$ cat config.mk
export PLATFORM = sky130hd
export DESIGN_NAME = base64_stream_encoder
export DESIGN_NICKNAME = d
export VERILOG_FILES = /design/src/hdl/b64e_pkg.sv /design/src/hdl/b64e_encode.sv /design/src/hdl/b64e_serial.sv /design/src/hdl/base64_stream_encoder.sv
export SDC_FILE = /design/constraint.sdc
export NUM_CORES = 1
export LEC_CHECK = 0
export ABC_AREA = 1
export BUFFER_PORTS_ARGS = -buffer_cell sky130_fd_sc_hd__buf_2
export CORE_MARGIN = 2
export CORE_UTILIZATION = 50
export CTS_CLUSTER_DIAMETER = 200
export DETAILED_ROUTE_END_ITERATION = 7
export PLACE_DENSITY = 0.67
export SYNTH_ARGS = -nofsm -noshare
export SYNTH_HDL_FRONTEND = slang
export SYNTH_HIERARCHICAL = 1
export SYNTH_SLANG_ARGS = --single-unit
$ cat constraint.sdc
create_clock -name clock -period 3.2 [get_ports clock]
set_input_delay 0.48 -clock clock [delete_from_list [all_inputs] [get_ports clock]]
set_output_delay 0.48 -clock clock [all_outputs]
set_load 0.01 [all_outputs]
$ cat src/hdl/b64e_pkg.sv
`timescale 1ns / 1ps

package b64e_pkg;

   localparam logic [6:0] PAD_CHAR = 7'd61;
   localparam logic [6:0] CR_CHAR  = 7'd13;
   localparam logic [6:0] LF_CHAR  = 7'd10;
   localparam logic [5:0] QUADS_PER_LINE_RESET = 6'd19;
   localparam int         RUN_MAX = 4;

   typedef enum logic [1:0] {
      PHASE_0 = 2'd0,
      PHASE_1 = 2'd1,
      PHASE_2 = 2'd2
   } phase_type;

   typedef struct packed {
      logic [7:0] data_byte;
      logic       end_of_message;
   } req_type;

   typedef struct packed {
      logic [6:0] out_char;
      logic       last_of_run;
      logic       message_done;
   } rsp_type;

   typedef struct packed {
      logic [RUN_MAX-1:0][6:0] chars;
      logic [1:0]              last_idx;
      logic                    eom;
   } run_type;

   function automatic logic [6:0] b64_symbol(input logic [5:0] v);
      logic [6:0] code;
      if (v < 6'd26) begin
         code = 7'd65 + {1'b0, v};
      end else if (v < 6'd52) begin
         code = 7'd71 + {1'b0, v};
      end else if (v < 6'd62) begin
         code = {1'b0, v} - 7'd4;
      end else if (v == 6'd62) begin
         code = 7'd43;
      end else begin
         code = 7'd47;
      end
      return code;
   endfunction

endpackage

$ cat src/hdl/b64e_encode.sv
`timescale 1ns / 1ps

module b64e_encode (
   input  logic              clock,
   input  logic              reset,
   input  logic              req_valid,
   output logic              req_stall,
   input  b64e_pkg::req_type req_data,
   input  logic              csr_write,
   input  logic [5:0]        csr_data,
   input  logic              load_ok,
   output logic              run_valid,
   output b64e_pkg::run_type run
);
   import b64e_pkg::*;

   req_type    item_ff, item_in;
   logic       item_valid_ff, item_valid_in;
   phase_type  phase_ff, phase_in;
   logic [3:0] carry_ff, carry_in;
   logic [5:0] lqc_ff, lqc_in;
   logic [5:0] qpl_ff, qpl_in;
   logic       advance;
   logic       take;
   logic [6:0] cnt;
   logic [7:0] b;

   assign advance   = item_valid_ff & load_ok;
   assign req_stall = item_valid_ff & ~load_ok;
   assign take      = req_valid & ~req_stall;
   assign run_valid = item_valid_ff;
   assign b         = item_ff.data_byte;

   always_comb begin
      item_in       = take ? req_data : item_ff;
      item_valid_in = take | (item_valid_ff & ~advance);
      qpl_in        = csr_write ? csr_data : qpl_ff;
   end

   always_comb begin
      run.chars    = '0;
      run.last_idx = 2'd0;
      run.eom      = item_ff.end_of_message;
      phase_in     = phase_ff;
      carry_in     = carry_ff;
      lqc_in       = lqc_ff;
      cnt          = {1'b0, lqc_ff} + 7'd1;
      case (phase_ff)
         PHASE_1: begin
            run.chars[0] = b64_symbol({carry_ff[1:0], b[7:4]});
            carry_in     = b[3:0];
            phase_in     = PHASE_2;
            if (item_ff.end_of_message) begin
               run.chars[1] = b64_symbol({b[3:0], 2'b00});
               run.chars[2] = PAD_CHAR;
               run.last_idx = 2'd2;
            end
         end
         PHASE_2: begin
            run.chars[0] = b64_symbol({carry_ff, b[7:6]});
            run.chars[1] = b64_symbol(b[5:0]);
            run.last_idx = 2'd1;
            carry_in     = 4'd0;
            phase_in     = PHASE_0;
            if (qpl_ff != 6'd0) begin
               if (cnt >= {1'b0, qpl_ff}) begin
                  run.chars[2] = CR_CHAR;
                  run.chars[3] = LF_CHAR;
                  run.last_idx = 2'd3;
                  lqc_in       = 6'd0;
               end else begin
                  lqc_in = cnt[5:0];
               end
            end else begin
               lqc_in = 6'd0;
            end
         end
         default: begin
            run.chars[0] = b64_symbol(b[7:2]);
            carry_in     = {2'b00, b[1:0]};
            phase_in     = PHASE_1;
            if (item_ff.end_of_message) begin
               run.chars[1] = b64_symbol({b[1:0], 4'b0000});
               run.chars[2] = PAD_CHAR;
               run.chars[3] = PAD_CHAR;
               run.last_idx = 2'd3;
            end
         end
      endcase
      if (item_ff.end_of_message) begin
         phase_in = PHASE_0;
         carry_in = 4'd0;
         lqc_in   = 6'd0;
      end
   end

   always_ff @(posedge clock) begin
      item_ff <= item_in;
      if (reset) begin
         item_valid_ff <= 1'b0;
         phase_ff      <= PHASE_0;
         carry_ff      <= 4'd0;
         lqc_ff        <= 6'd0;
         qpl_ff        <= QUADS_PER_LINE_RESET;
      end else begin
         item_valid_ff <= item_valid_in;
         qpl_ff        <= qpl_in;
         if (advance) begin
            phase_ff <= phase_in;
            carry_ff <= carry_in;
            lqc_ff   <= lqc_in;
         end
      end
   end

endmodule

$ cat src/hdl/b64e_serial.sv
`timescale 1ns / 1ps

module b64e_serial (
   input  logic              clock,
   input  logic              reset,
   input  logic              run_valid,
   input  b64e_pkg::run_type run,
   output logic              load_ok,
   output logic              rsp_valid,
   input  logic              rsp_stall,
   output b64e_pkg::rsp_type rsp_data
);
   import b64e_pkg::*;

   run_type    run_ff, run_in;
   logic       valid_ff, valid_in;
   logic [1:0] idx_ff, idx_in;
   logic       at_last;
   logic       take;

   assign at_last   = idx_ff == run_ff.last_idx;
   assign take      = valid_ff & ~rsp_stall;
   assign load_ok   = ~valid_ff | (take & at_last);
   assign rsp_valid = valid_ff;

   always_comb begin
      rsp_data.out_char     = run_ff.chars[idx_ff];
      rsp_data.last_of_run  = at_last;
      rsp_data.message_done = at_last & run_ff.eom;
   end

   always_comb begin
      run_in   = run_ff;
      idx_in   = idx_ff;
      valid_in = valid_ff;
      if (load_ok) begin
         run_in   = run;
         idx_in   = 2'd0;
         valid_in = run_valid;
      end else if (take) begin
         idx_in = idx_ff + 2'd1;
      end
   end

   always_ff @(posedge clock) begin
      run_ff <= run_in;
      if (reset) begin
         valid_ff <= 1'b0;
         idx_ff   <= 2'd0;
      end else begin
         valid_ff <= valid_in;
         idx_ff   <= idx_in;
      end
   end

endmodule

$ cat src/hdl/base64_stream_encoder.sv
`timescale 1ns / 1ps
// Channel  Direction  Handshake       Payload
// req      in         valid / stall   data_byte, end_of_message
// rsp      out        valid / stall   out_char, last_of_run, message_done
// csr      in         valid / ready   quads_per_line (6 bits)
//
// A byte is taken into an input register, encoded in the next cycle into a
// run of one to four characters, and the run is sent out one character a cycle
// while rsp is not stalled. Sustained rate is set by the output port.
// A new byte is accepted while the previous run drains its last character.
// Reset is synchronous; quads_per_line returns to 19 and the encoder to phase 0.
// A stall on rsp holds the current character and backs up into req_stall.

module base64_stream_encoder (
   input  logic              clock,
   input  logic              reset,
   input  logic              req_valid,
   output logic              req_stall,
   input  b64e_pkg::req_type req_data,
   output logic              rsp_valid,
   input  logic              rsp_stall,
   output b64e_pkg::rsp_type rsp_data,
   input  logic              csr_valid,
   output logic              csr_ready,
   input  logic [5:0]        csr_data
);
   import b64e_pkg::*;

   run_type run;
   logic    run_valid;
   logic    load_ok;

   assign csr_ready = 1'b1;

   b64e_encode u_encode (
      .clock     (clock),
      .reset     (reset),
      .req_valid (req_valid),
      .req_stall (req_stall),
      .req_data  (req_data),
      .csr_write (csr_valid & csr_ready),
      .csr_data  (csr_data),
      .load_ok   (load_ok),
      .run_valid (run_valid),
      .run       (run)
   );

   b64e_serial u_serial (
      .clock     (clock),
      .reset     (reset),
      .run_valid (run_valid),
      .run       (run),
      .load_ok   (load_ok),
      .rsp_valid (rsp_valid),
      .rsp_stall (rsp_stall),
      .rsp_data  (rsp_data)
   );

endmodule

==> flow_summary_export.csv <==
group,metric,value,unit
sta,setup_viol,0,
sta,fin_crit_sh,0.859,
layout,drive_above_1_share,0.150,
global_route,antenna_found_initial,0,
global_route,track_usage,0.228,
sta,grt_setup_unrepaired,"no",
layout,multiInputGateArea,0.00263,mm²
floorplanning,fp-row-count,35,
layout,area_growth,6.62,%
drt,drt_iter0_markers,264,
drt,met3WireLength,678,µm
drt,firstDrtPassIters,5,
global_route,grt_overflow_total,0,
critical_path,cp-end-kind,"flop",
logic_synthesis,synth_seq_cells,62,
global_route,grt_max_degree,19,
sta,skew,0.0185,ns
layout,antenna_cells,0,
cts,h-tree-depth,3,
logic_synthesis,syn_area,0.00482,mm²
drt,met2_length,5350,µm
sta,drv_slew,0,
drt,drcViolationCount,0,
critical_path,reg2reg_depth,11,
power_and_ir_drop,irDropWorstVdd,0.000189,V
logic_synthesis,seq_area_frac_synth,0.340,
cts,cts_resized,0,
critical_path,critPathRequiredTime,3.26,ns
floorplanning,core_area,0.00928,mm²
drt,highest_layer,"met4",
sta,period_needed,2.75,ns
cts,clk_latency,0.34,ns
drt,wl_per_cell,14.3,µm
sta,tightest_slew,0.575,ns
drt,antenna_left,0,
layout,seq_area,0.00164,mm²
critical_path,arrival,2.81,ns
cts,tritoncts,"done",
cts,numCtsBuffers,9,
placement,gp_congestion,0.915,
sta,final_hold_viol_count,0,
sta,setup-tns-final,0,ns
flow_run,drv_cap,0,
drt,drt-total-wl,11500,µm
power_and_ir_drop,p_leak,2.34,nW
critical_path,timing.rr.end,"u_serial/run_ff[16]",
sta,timing.fmax,364,MHz
cts,ctsRootBufferMaster,"clkbuf_8",
layout,final_common_cell,"nand2_1",
cts,cts_max_path_buffers,2,
drt,via_per_inst,5.37,
hold_path,hp-start,"req_data[5]",
critical_path,path_class,"reg2reg",
logic_synthesis,synthCells,651,
floorplanning,fp.dieH,102,µm
hold_path,hold_path_depth,1,
sta,max_slew_margin,0.617,
placement,hpwl,8700,µm
layout,final_nets,723,
cts,postCtsSetupBuffers,0,
hold_path,hold_class,"in2reg",
critical_path,startpoint_type,"flop",
floorplanning,ioPinCount,32,
placement,port-buffer-count,30,
power_and_ir_drop,powerDensity,397,mW/mm²
logic_synthesis,ys_warn_count,6,
cts,clock_sinks,62,
floorplanning,die_w,102,µm
hold_path,hold-path-endpoint,"u_encode/b[4]",
critical_path,ff2ff_setup_slack,0.45,ns
placement,dpl_cell_area,0.00494,mm²
layout,fillers,916,
cts,clk_pin_slew,0.08,ns
layout,final_cell_mix,"nand2_1 (149), nand3_1 (79), inv_1 (59)",
logic_synthesis,synthDistinctLibCells,38,
global_route,grt_pass1_wl,18700,µm
floorplanning,die_area,0.0104,mm²
global_route,grt_pass1_vias,3891,
layout,fin_area,0.00514,mm²
drt,routedLengthMet1,5270,µm
status,status,"complete, no violations",
critical_path,rr_startpoint,"u_encode/b[0]",
critical_path,cp_max_fo,10,
drt,vias,4310,
cts,ctsHoldBuffers,0,
floorplanning,start_util,0.519,
logic_synthesis,avgSynthCellArea,7.41,µm²
[worst max-delay path by stage]
stage / slack [ns] / endpoint / from / depth (start not counted)
finish: 0.45 / u_serial/run_ff[16] / u_encode/b[0] / 11
global route: 0.31 / u_serial/run_ff[16] / u_encode/b[0] / 11
CTS: 0.55 / u_serial/run_ff[16] / u_encode/b[0] / 11
detailed placement: 0.59 / u_serial/run_ff[16] / u_encode/b[0] / 11
global placement: 0.67 / u_serial/run_ff[16] / u_encode/b[0] / 11
floorplan: 0.74 / u_encode/b[0] / u_serial/idx_ff[0] / 10
[report_power, final]
group / switching, mW / internal, mW
combinational: 0.250 / 0.132
clock: 0.334 / 0.339
sequential: 0.0491 / 0.938
total: 0.632 / 1.41
[layer usage]
layer	track usage	vias to the layer above
li1	-	2179
met1	0.314	1980
met2	0.366	135
met3	0.0390	16
met4	0.0718	0
met5	0	-
[metrics by stage]
step / utilization / setup WS (ns) / hold slack (ns) / total power, mW / instances
CTS: 0.554 / 0.549 / 0.301 / 2.06 / 802
floorplan: - / 0.740 / 0.453 / 1.28 / 653
global placement: 0.532 / 0.670 / 0.476 / 1.37 / 786
global route: 0.554 / 0.308 / 0.304 / 2.15 / 802
finish: 0.554 / 0.453 / 0.319 / 2.04 / 802
detailed placement: 0.532 / 0.587 / 0.493 / 1.38 / 786
[worst max-delay path: stages, from the launching register on]
cell and delay [ns]:
edfxtp_1 0.56, inv_1 0.20, ha_1 0.27, nor2_1 0.35, inv_1 0.10, fa_1 0.41, nor2_1 0.16, o21ai_0 0.09
nand2_1 0.07, nand2_1 0.05, a21oi_1 0.13, a21oi_1 0.08
[cell type report]
| class | instances | share of cell area |
|---|---|---|
| clock buffers | 10 | 0.0290 |
| inverters | 87 | 0.0645 |
| well taps | 129 | 0.0314 |
| clock inverters | 6 | 0.00973 |
| flip-flops and latches | 62 | 0.319 |
| multi-input cells | 474 | 0.511 |
| repair buffers | 34 | 0.0350 |
[logic make-up after synthesis]
group,synth area share
AO/OA/AOI/OAI,0.119
XOR/XNOR,0.0327
adder cells (fa/ha/maj),0.0924
buffers and inverters,0.116
flip-flops,0.340
other,0.00156
AND/OR/NAND/NOR,0.297
[synth_stat cells (all sizes together)]
| library cell | number | area (µm²) |
|---|---|---|
| a21oi | 32 | 164 |
| o211ai | 16 | 120 |
| nand3b | 1 | 7.51 |
| nand4 | 6 | 37.5 |
| nor3 | 3 | 26.3 |
| edfxtp | 40 | 1200 |
| nand3 | 86 | 465 |
| clkinv | 3 | 11.3 |
| o21bai | 2 | 26.3 |
| dfxtp | 22 | 440 |
| buf | 29 | 225 |
| inv | 84 | 320 |
| and3 | 1 | 6.26 |
| fa | 1 | 20.0 |
| nor2 | 61 | 264 |
| o22ai | 7 | 43.8 |
| a32oi | 1 | 8.76 |
| xor2 | 13 | 114 |
| conb | 2 | 7.51 |
| nand2 | 159 | 627 |
| o21ai | 41 | 205 |
| xnor2 | 5 | 43.8 |
| clkbuf | 1 | 3.75 |
| a22oi | 1 | 7.51 |
| ha | 34 | 425 |
[flip-flops by register name, indices dropped and copies added (netlist names)]
name                count
u_serial/run_ff        31
u_encode/b              8
u_encode/lqc_ff         6
u_encode/qpl_ff         6
u_encode/carry_ff       4
u_encode/phase_ff       2
u_serial/idx_ff         2
u_encode/run            1
u_encode/run_valid      1
u_serial/rsp_valid      1
Power figures use the tool's default switching activity.
